`src/design/mpba_pkg.sv`:
```
// Shared types for the multi-pool block allocator.
// Status and request codes plus the controller/datapath command and status structs.
// No dependencies.
package mpba_pkg;

	typedef enum logic [1:0] {
		ST_OK        = 2'd0,
		ST_NO_FREE   = 2'd1,
		ST_BAD_POOL  = 2'd2,
		ST_BAD_BLOCK = 2'd3
	} status_t;

	typedef enum logic {
		OP_ALLOC = 1'b0,
		OP_FREE  = 1'b1
	} op_t;

	typedef enum logic [1:0] {
		POOL_SMALL  = 2'd0,
		POOL_MEDIUM = 2'd1,
		POOL_LARGE  = 2'd2,
		POOL_BAD    = 2'd3
	} pool_t;

	// controller -> datapath
	typedef struct packed {
		logic    cap;        // capture the input item
		logic    scan_init;  // pointer := block after last granted
		logic    scan_next;  // advance pointer with wrap
		logic    grant;      // mark pointer block used
		logic    release_blk; // clear requested block
		logic    set_res;    // latch result status
		status_t res_code;
		logic    publish;    // load output register
	} cmd_t;

	// datapath -> controller
	typedef struct packed {
		logic bad_pool;
		logic op_free;
		logic free_ok;
		logic cand_free;
		logic scan_last;
		logic out_busy;
	} stat_t;

endpackage

```
`src/design/mpba_dp.sv`:
```
// Datapath of the multi-pool block allocator: in-use bitmaps, pointers, counts,
// scan pointer and the output register. Driven by mpba_ctrl; uses mpba_pkg.
module mpba_dp import mpba_pkg::*; #(
	parameter int SMALL_BLOCKS  = 16,
	parameter int MEDIUM_BLOCKS = 8,
	parameter int LARGE_BLOCKS  = 4
) (
	input  logic        clk,
	input  logic        arst_n,
	input  logic [2:0]  s_tuser,
	input  logic [7:0]  s_tdata,
	output logic        m_tvalid,
	input  logic        m_tready,
	output logic [1:0]  m_tuser,
	output logic [23:0] m_tdata,
	input  cmd_t        cmd,
	output stat_t       stat
);

	localparam int SW = (SMALL_BLOCKS  > 1) ? $clog2(SMALL_BLOCKS)  : 1;
	localparam int MW = (MEDIUM_BLOCKS > 1) ? $clog2(MEDIUM_BLOCKS) : 1;
	localparam int LW = (LARGE_BLOCKS  > 1) ? $clog2(LARGE_BLOCKS)  : 1;
	localparam logic [8:0] N_S = 9'(SMALL_BLOCKS);
	localparam logic [8:0] N_M = 9'(MEDIUM_BLOCKS);
	localparam logic [8:0] N_L = 9'(LARGE_BLOCKS);

	op_t   op_q;
	pool_t pool_q;
	logic [7:0] blk_q;

	logic [SMALL_BLOCKS-1:0]  sm_map_q;
	logic [MEDIUM_BLOCKS-1:0] md_map_q;
	logic [LARGE_BLOCKS-1:0]  lg_map_q;
	logic [7:0] last_q [3];
	logic [8:0] cnt_q  [3];

	logic [7:0] ptr_q;
	logic [8:0] probe_q;

	status_t    res_code_q;
	logic [7:0] res_grant_q;

	logic       out_valid_q;
	status_t    out_status_q;
	logic [7:0] out_grant_q;
	logic [8:0] out_rem_q;
	logic       out_full_q;

	logic [8:0] n_sel;
	logic [7:0] last_sel;
	logic [8:0] cnt_sel;
	logic [7:0] idx;
	logic       map_bit;
	logic       blk_in_range;
	logic [8:0] rem;

	function automatic logic [7:0] next_ptr(input logic [7:0] p, input logic [8:0] n);
		logic [8:0] p1;
		p1 = {1'b0, p} + 9'd1;
		return (p1 >= n) ? 8'd0 : p1[7:0];
	endfunction

	assign idx = (op_q == OP_FREE) ? blk_q : ptr_q;

	always_comb begin
		unique case (pool_q)
			POOL_SMALL: begin
				n_sel    = N_S;
				last_sel = last_q[0];
				cnt_sel  = cnt_q[0];
				map_bit  = sm_map_q[idx[SW-1:0]];
			end
			POOL_MEDIUM: begin
				n_sel    = N_M;
				last_sel = last_q[1];
				cnt_sel  = cnt_q[1];
				map_bit  = md_map_q[idx[MW-1:0]];
			end
			POOL_LARGE: begin
				n_sel    = N_L;
				last_sel = last_q[2];
				cnt_sel  = cnt_q[2];
				map_bit  = lg_map_q[idx[LW-1:0]];
			end
			default: begin
				n_sel    = 9'd0;
				last_sel = 8'd0;
				cnt_sel  = 9'd0;
				map_bit  = 1'b1;
			end
		endcase
	end

	assign blk_in_range = {1'b0, blk_q} < n_sel;
	assign rem = (pool_q == POOL_BAD) ? 9'd0 : n_sel - cnt_sel;

	assign stat.bad_pool  = (pool_q == POOL_BAD);
	assign stat.op_free   = (op_q == OP_FREE);
	assign stat.free_ok   = blk_in_range && map_bit;
	assign stat.cand_free = !map_bit;
	assign stat.scan_last = (probe_q == n_sel - 9'd1);
	assign stat.out_busy  = out_valid_q && !m_tready;

	// pool state
	always_ff @(posedge clk or negedge arst_n) begin
		if (!arst_n) begin
			sm_map_q <= '0;
			md_map_q <= '0;
			lg_map_q <= '0;
			for (int i = 0; i < 3; i++) begin
				last_q[i] <= 8'd0;
				cnt_q[i]  <= 9'd0;
			end
			out_valid_q <= 1'b0;
		end else begin
			if (cmd.grant) begin
				unique case (pool_q)
					POOL_SMALL: begin
						sm_map_q[ptr_q[SW-1:0]] <= 1'b1;
						last_q[0] <= ptr_q;
						cnt_q[0]  <= cnt_q[0] + 9'd1;
					end
					POOL_MEDIUM: begin
						md_map_q[ptr_q[MW-1:0]] <= 1'b1;
						last_q[1] <= ptr_q;
						cnt_q[1]  <= cnt_q[1] + 9'd1;
					end
					POOL_LARGE: begin
						lg_map_q[ptr_q[LW-1:0]] <= 1'b1;
						last_q[2] <= ptr_q;
						cnt_q[2]  <= cnt_q[2] + 9'd1;
					end
					default: ;
				endcase
			end
			if (cmd.release_blk) begin
				unique case (pool_q)
					POOL_SMALL: begin
						sm_map_q[blk_q[SW-1:0]] <= 1'b0;
						cnt_q[0] <= cnt_q[0] - 9'd1;
					end
					POOL_MEDIUM: begin
						md_map_q[blk_q[MW-1:0]] <= 1'b0;
						cnt_q[1] <= cnt_q[1] - 9'd1;
					end
					POOL_LARGE: begin
						lg_map_q[blk_q[LW-1:0]] <= 1'b0;
						cnt_q[2] <= cnt_q[2] - 9'd1;
					end
					default: ;
				endcase
			end
			if (cmd.publish)
				out_valid_q <= 1'b1;
			else if (m_tready)
				out_valid_q <= 1'b0;
		end
	end

	// request, scan and result payload
	always_ff @(posedge clk) begin
		if (cmd.cap) begin
			op_q   <= op_t'(s_tuser[0]);
			pool_q <= pool_t'(s_tuser[2:1]);
			blk_q  <= s_tdata;
		end
		if (cmd.scan_init) begin
			ptr_q   <= next_ptr(({1'b0, last_sel} >= n_sel) ? 8'd0 : last_sel, n_sel);
			probe_q <= 9'd0;
		end else if (cmd.scan_next) begin
			ptr_q   <= next_ptr(ptr_q, n_sel);
			probe_q <= probe_q + 9'd1;
		end
		if (cmd.set_res) begin
			res_code_q  <= cmd.res_code;
			res_grant_q <= cmd.grant ? ptr_q : 8'd0;
		end
		if (cmd.publish) begin
			out_status_q <= res_code_q;
			out_grant_q  <= res_grant_q;
			out_rem_q    <= rem;
			out_full_q   <= (rem == 9'd0);
		end
	end

	assign m_tvalid = out_valid_q;
	assign m_tuser  = out_status_q;
	assign m_tdata  = {6'd0, out_full_q, out_rem_q, out_grant_q};

	// bitmap population always matches the in-use count
	a_small_cnt: assert property (@(posedge clk) disable iff (!arst_n)
		$countones(sm_map_q) == int'(cnt_q[0]))
		else $error("small pool count out of step with bitmap");
	a_medium_cnt: assert property (@(posedge clk) disable iff (!arst_n)
		$countones(md_map_q) == int'(cnt_q[1]))
		else $error("medium pool count out of step with bitmap");
	a_large_cnt: assert property (@(posedge clk) disable iff (!arst_n)
		$countones(lg_map_q) == int'(cnt_q[2]))
		else $error("large pool count out of step with bitmap");
	a_grant_free: assert property (@(posedge clk) disable iff (!arst_n)
		cmd.grant |-> !map_bit && ({1'b0, ptr_q} < n_sel))
		else $error("grant of a used or out-of-range block");

endmodule

```
`src/design/mpba_ctrl.sv`:
```
// Controller of the multi-pool block allocator: sequences capture, decode,
// next-fit scan and result hand-off. Drives mpba_dp; uses mpba_pkg.
module mpba_ctrl import mpba_pkg::*; (
	input  logic  clk,
	input  logic  arst_n,
	input  logic  s_tvalid,
	output logic  s_tready,
	input  stat_t stat,
	output cmd_t  cmd
);

	typedef enum logic [1:0] {
		S_IDLE,
		S_DECODE,
		S_SCAN,
		S_DONE
	} state_t;

	state_t state_q;
	logic   ready_q;

	always_ff @(posedge clk or negedge arst_n) begin
		if (!arst_n) begin
			state_q <= S_IDLE;
			ready_q <= 1'b1;
		end else begin
			unique case (state_q)
				S_IDLE: begin
					if (s_tvalid) begin
						state_q <= S_DECODE;
						ready_q <= 1'b0;
					end
				end
				S_DECODE: begin
					if (stat.bad_pool || stat.op_free)
						state_q <= S_DONE;
					else
						state_q <= S_SCAN;
				end
				S_SCAN: begin
					if (stat.cand_free || stat.scan_last)
						state_q <= S_DONE;
				end
				S_DONE: begin
					if (!stat.out_busy) begin
						state_q <= S_IDLE;
						ready_q <= 1'b1;
					end
				end
				default: state_q <= S_IDLE;
			endcase
		end
	end

	assign s_tready = ready_q;

	always_comb begin
		cmd = '0;
		cmd.res_code = ST_OK;
		unique case (state_q)
			S_IDLE:
				cmd.cap = s_tvalid && ready_q;
			S_DECODE: begin
				priority if (stat.bad_pool) begin
					cmd.set_res  = 1'b1;
					cmd.res_code = ST_BAD_POOL;
				end else if (stat.op_free) begin
					cmd.set_res     = 1'b1;
					cmd.release_blk = stat.free_ok;
					cmd.res_code    = stat.free_ok ? ST_OK : ST_BAD_BLOCK;
				end else begin
					cmd.scan_init = 1'b1;
				end
			end
			S_SCAN: begin
				priority if (stat.cand_free) begin
					cmd.grant    = 1'b1;
					cmd.set_res  = 1'b1;
					cmd.res_code = ST_OK;
				end else if (stat.scan_last) begin
					cmd.set_res  = 1'b1;
					cmd.res_code = ST_NO_FREE;
				end else begin
					cmd.scan_next = 1'b1;
				end
			end
			S_DONE:
				cmd.publish = !stat.out_busy;
			default: ;
		endcase
	end

	a_ready_idle: assert property (@(posedge clk) disable iff (!arst_n)
		s_tready |-> state_q == S_IDLE)
		else $error("ready outside idle");
	a_one_commit: assert property (@(posedge clk) disable iff (!arst_n)
		$onehot0({cmd.grant, cmd.release_blk, cmd.publish, cmd.cap}))
		else $error("overlapping commands");
	a_scan_from_decode: assert property (@(posedge clk) disable iff (!arst_n)
		cmd.scan_init |=> state_q == S_SCAN)
		else $error("scan not entered after init");

endmodule

```
`src/design/multi_pool_block_allocator.sv`:
```
// Multi-pool block allocator: three pools of fixed-size blocks, next-fit
// allocation and checked free. Top level joining mpba_ctrl and mpba_dp.
//
// Usage:
//   Request channel (s_*): s_tuser = {pool[1:0], operation}, s_tdata = block_index.
//   operation 0 allocates from the pool, 1 frees block_index in the pool.
//   Result channel (m_*): m_tuser = status, m_tdata = {pool_full, remaining,
//   granted_index}. Exactly one result per request, in request order.
// Timing:
//   One request at a time. A free or an invalid-pool request passes through
//   decode and then the done state, where its result is loaded into the output
//   register. An allocate goes from decode through the one-block-per-cycle
//   next-fit scan (which probes the block after the last grant first, and at most
//   the pool size in blocks) to the done state. s_tready rises on the edge that
//   loads the result, so a new request is taken only once the last one is through.
// Reset:
//   arst_n clears all bitmaps, last-grant pointers and counts at once; no sweep.
// Stall:
//   The result sits in an output register; a new request is accepted while it
//   waits, and processing holds before hand-off until the register is free.
module multi_pool_block_allocator import mpba_pkg::*; #(
	parameter int SMALL_BLOCKS  = 16,
	parameter int MEDIUM_BLOCKS = 8,
	parameter int LARGE_BLOCKS  = 4
) (
	input  logic        clk,
	input  logic        arst_n,
	input  logic        s_tvalid,
	output logic        s_tready,
	input  logic [2:0]  s_tuser,   // [0] operation, [2:1] pool
	input  logic [7:0]  s_tdata,   // [7:0] block_index
	output logic        m_tvalid,
	input  logic        m_tready,
	output logic [1:0]  m_tuser,   // [1:0] status
	output logic [23:0] m_tdata    // [7:0] granted_index, [16:8] remaining, [17] pool_full
);

	cmd_t  cmd;
	stat_t stat;

	mpba_ctrl u_ctrl (
		.clk      (clk),
		.arst_n   (arst_n),
		.s_tvalid (s_tvalid),
		.s_tready (s_tready),
		.stat     (stat),
		.cmd      (cmd)
	);

	mpba_dp #(
		.SMALL_BLOCKS  (SMALL_BLOCKS),
		.MEDIUM_BLOCKS (MEDIUM_BLOCKS),
		.LARGE_BLOCKS  (LARGE_BLOCKS)
	) u_dp (
		.clk      (clk),
		.arst_n   (arst_n),
		.s_tuser  (s_tuser),
		.s_tdata  (s_tdata),
		.m_tvalid (m_tvalid),
		.m_tready (m_tready),
		.m_tuser  (m_tuser),
		.m_tdata  (m_tdata),
		.cmd      (cmd),
		.stat     (stat)
	);

endmodule

```
`config.mk`:
```
export PLATFORM = sky130hd
export DESIGN_NAME = multi_pool_block_allocator
export DESIGN_NICKNAME = d
export VERILOG_FILES = /design/src/design/mpba_pkg.sv /design/src/design/mpba_dp.sv /design/src/design/mpba_ctrl.sv /design/src/design/multi_pool_block_allocator.sv
export SDC_FILE = /design/constraint.sdc
export NUM_CORES = 1
export LEC_CHECK = 0
export ABC_AREA = 1
export CAP_MARGIN = 15
export CORE_UTILIZATION = 69
export CTS_CLUSTER_SIZE = 20
export DETAILED_ROUTE_END_ITERATION = 10
export DONT_BUFFER_PORTS = 1
export GPL_ROUTABILITY_DRIVEN = 0
export PLACE_DENSITY = 0.87
export SYNTH_ARGS = -nofsm -noshare
export SYNTH_HDL_FRONTEND = slang
export SYNTH_HIERARCHICAL = 1
export SYNTH_SLANG_ARGS = --single-unit
export TNS_END_PERCENT = 10
```
`constraint.sdc`:
```
create_clock -name clk -period 5.55 [get_ports clk]
set_input_delay 1.665 -clock clk [delete_from_list [all_inputs] [get_ports clk]]
set_output_delay 1.665 -clock clk [all_outputs]
set_load 0.02 [all_outputs]
```
==> results.md <==
* Most frequent CP cell: nand2_1
* Clock root buffer: clkbuf_16
* Largest net degree at the start of global routing at 84
* # nets final at 1026
* Crit-path max FO at 20
* Port Buffers at 0
* Slew of the pin with the lowest slew margin at 1.087 ns
* Post-synth EDFFs at 49
* Die area at 11990 µm²
* Final Cycle Share at 81.57%
* CTS max path bufs at 2
* Drt pass-1 iters at 5
* FF+latch count, synth at 141
* Core Area at 11030 µm²
* Slowest stage cell, crit path: ha_1
* Antenna Diode Count at 0
* Vias in the first global route at 6485
* Share of cells above drive strength 1 at 6.435%
* Syn Std Cell Area at 7976 µm²
* Placed cells at 1087
* First-pass GRT wire length at 31500 µm
* CP bufs+invs at 4
* Grt ovf at 0
* GRT Overall Usage at 35.37%
* WP data required at 5.86 ns
* Startpoint types: flop
* Top_reg_cell synth: dfrtp_1
* Setup Viol. Count Final at 0
* CP endpoint kind: flop
* Ys Warns at 6
* CTS resizes at 0
* Post-CTS setup buffers at 0
* CTS Sinks at 141
* Power Dens Cells at 484.8 nW/µm²
* Cell Rows at 38
* Mapped Avg Cell Area at 8.240 µm²
* Total negative slack at 0 ns
* Fmax at 0.2209 GHz
* Overall Power at 4.207 mW
* Synth top area cells: dfrtp_1 (26%), edfxtp_1 (18%), nand2_1 (11%)
* Leakage at 4.312 nW
* Filler Cell Count at 715
* Multi-input logic area at 3580 µm²
* Post-DP HPWL at 12910 µm
* Register area share after synthesis at 46.76%
* Critical path arrival at 4.84 ns
* Slowest Stage Delay on Critical Path at 0.70 ns
* Synth area leader: dfrtp_1
* Slew margin rel. at 27.44%
* Final Max Tran Viols at 0
* DR WL/cell at 17.38 µm
* Status: finished, final reports clean
* Clk_lat worst skew at 0.44 ns
* DP Worst Slack at 1.107 ns
* Chip Width at 109.5 µm
* Fin. Hold Viols at 0
* Syn Inst Count at 968
* Share of the synthesized area in the top cell type at 25.73%
* Most common cell after layout, fill and taps aside: nand2_1
* # Max-Cap Violations at 0
* Initial antenna violation count at 0
* Initial DRC Count at 760
* Clk pwr share at 28.5%
* Avg Vias per Cell at 6.103
* Min Tclk post-route at 4.527 ns
* Antenna viol nets, final at 0
* CP top delay family: adder cells
* Peak VDD IR at 0.4494 mV
* Hold crit path type: flop to flop
* Final std cells w/o fill at 1119
* Switching Share at 37.47%
* Worst Setup Path Type: flop to flop
* Clk pin slew, worst setup/hold paths at 0.06 ns
* DRC errors left at 0
* Min setup slack post-route at 1.023 ns
* P_int at 2.631 mW
* Area Growth Syn to Fin at 8.800%
* Flop pwr share at 42.5%
* Htree depth at 4
* Register area at 3730 µm²
* Most frequent cells in the layout: nand2_1 (232), inv_1 (131), dfrtp_1 (82)
* Max Clock Skew at 0.01018 ns
* CTS buffer count at 17
* Initial Util at 72.31%
* Die H at 109.5 µm
* P_sw at 1.576 mW
* Drt total wl at 19450 µm
* Netlist cell types at 54
* I/O Pins at 43
* Ys async rst share at 58.87%
* Unrepaired setup endpoints after global routing: false
* Hold-fix buffers at CTS at 0
* Via count at 6829
* Combinational share of power at 29.0%
* Clock tree from TritonCTS: built
==> worst register-to-register path, stage by stage (launching register included) <==
cell and delay (ns):
edfxtp_1 0.47, inv_1 0.18, ha_1 0.70, nand2_1 0.11
nand3_1 0.10, nand2_1 0.06, inv_1 0.14, ha_1 0.25
nand2_1 0.08, inv_1 0.04, nand3_1 0.07, nand2_1 0.08
nand2_1 0.10, nand2_1 0.12, nor2_1 0.12, ha_1 0.20
nand2_1 0.09, o2111ai_1 0.24, nand2_1 0.09, ha_1 0.32
nand2_1 0.07, nor2_1 0.04, a211oi_1 0.19, o21a_1 0.19
inv_1 0.05, a21oi_1 0.18, nand2_1 0.08, nand2_1 0.06
==> path summary, 6_finish.rpt <==
| check | startpoint | endpoint | slack [ns] | depth (start not counted) |
|---|---|---|---|---|
| min in group asynchronous | arst_n | u_dp/last_q[19]$_DFFE_PN0P_ | 0.93 | 0 |
| hold / removal | u_dp/res_grant_q[6]$_SDFFCE_PN0P_ | u_dp/out_grant_q[6]$_DFFE_PP_ | 0.42 | 0 |
| setup reg to reg | u_dp/pool_q[0]$_DFFE_PP_ | u_dp/ptr_q[4]$_DFFE_PP_ | 1.02 | 27 |
| setup / recovery | u_dp/pool_q[0]$_DFFE_PP_ | u_dp/ptr_q[4]$_DFFE_PP_ | 1.02 | 27 |
| max in group asynchronous | arst_n | u_ctrl/s_tready$_DFFE_PN1P_ | 4.43 | 0 |
| hold reg to reg | u_dp/res_grant_q[6]$_SDFFCE_PN0P_ | u_dp/out_grant_q[6]$_DFFE_PP_ | 0.42 | 0 |
==> logic make-up (layout without fill, tap and decap cells) <==
| group | after synthesis | count (layout) | synth area share (%) |
|---|---|---|---|
| adder cells (fa/ha/maj) | 45 | 45 | 7.059 |
| flip-flops | 141 | 141 | 46.76 |
| AO/OA/AOI/OAI | 163 | 163 | 11.89 |
| other | 1 | 9 | 0.04701 |
| AND/OR/NAND/NOR | 418 | 418 | 22.38 |
| buffers and inverters | 173 | 176 | 8.847 |
| XOR/XNOR | 24 | 24 | 2.635 |
| multiplexers | 3 | 3 | 0.3765 |
==> cell type report <==
type / instances / area share [%]
Sequential cell: 141 / 42.98
Multi-Input combinational cell: 662 / 41.25
Inverter: 137 / 5.998
Clock buffer: 18 / 4.945
Clock inverter: 14 / 2.206
Tap cell: 140 / 2.018
Timing Repair Buffer: 7 / 0.6055
==> power by group through the flow <==
stage | sequential, mW | clock [mW] | combinational (mW)
floorplan | 1.69 | 0 | 0.945
global placement | 1.78 | 0 | 1.12
detailed placement | 1.79 | 0 | 1.16
CTS | 1.78 | 1.21 | 1.19
global route | 1.82 | 1.25 | 1.37
finish | 1.79 | 1.20 | 1.22
==> per-layer routing <==
metal	vias up	part of all wire, %	wire [µm]	track usage (%)
met4	0	4.4	848	22.10
met2	427	47	9199	56.11
li1	3174	-	-	-
met5	-	0	0	0
met3	84	8.7	1698	9.306
met1	3144	40	7699	43.10
==> synth_stat cells, drive strengths merged, types with 6 or more instances <==
cell and n:
a21oi 40, a31oi 19, buf 21, clkbuf 15, dfrtp 82, dfxtp 9, edfxtp 49, ha 45
inv 134, nand2 236, nand3 59, nand4 11, nor2 82, nor3 12, nor4 8, o211ai 7
o21ai 71, o22ai 7, o31ai 6, xnor2 6, xor2 18
==> state kept, by name, summed over array words and instances (netlist names), 4 cells and up <==
| register | flops |
|---|---|
| u_dp/last_q | 24 |
| u_dp/lg_map_q | 4 |
| u_dp/ptr_q | 8 |
| u_dp/md_map_q | 8 |
| u_dp/blk_q | 8 |
| u_dp/out_grant_q | 8 |
| u_dp/probe_q | 9 |
| u_dp/out_rem_q | 9 |
| u_dp/sm_map_q | 16 |
| u_dp/res_grant_q | 8 |
| u_dp/cnt_q | 27 |
==> stage by stage <==
stage | cell area (µm²) | util [%] | hold WS (ns)
6_report | 8678 | 78.68 | 0.4178
3_5_place_dp | 8058 | 73.05 | 0.4057
5_1_grt | 8678 | 78.68 | 0.4241
2_1_floorplan | 8006 | - | 0.4003
4_1_cts | 8678 | 78.68 | 0.4198
3_3_place_gp | 8058 | 73.05 | 0.4018
(Power assumes the default switching activity.)
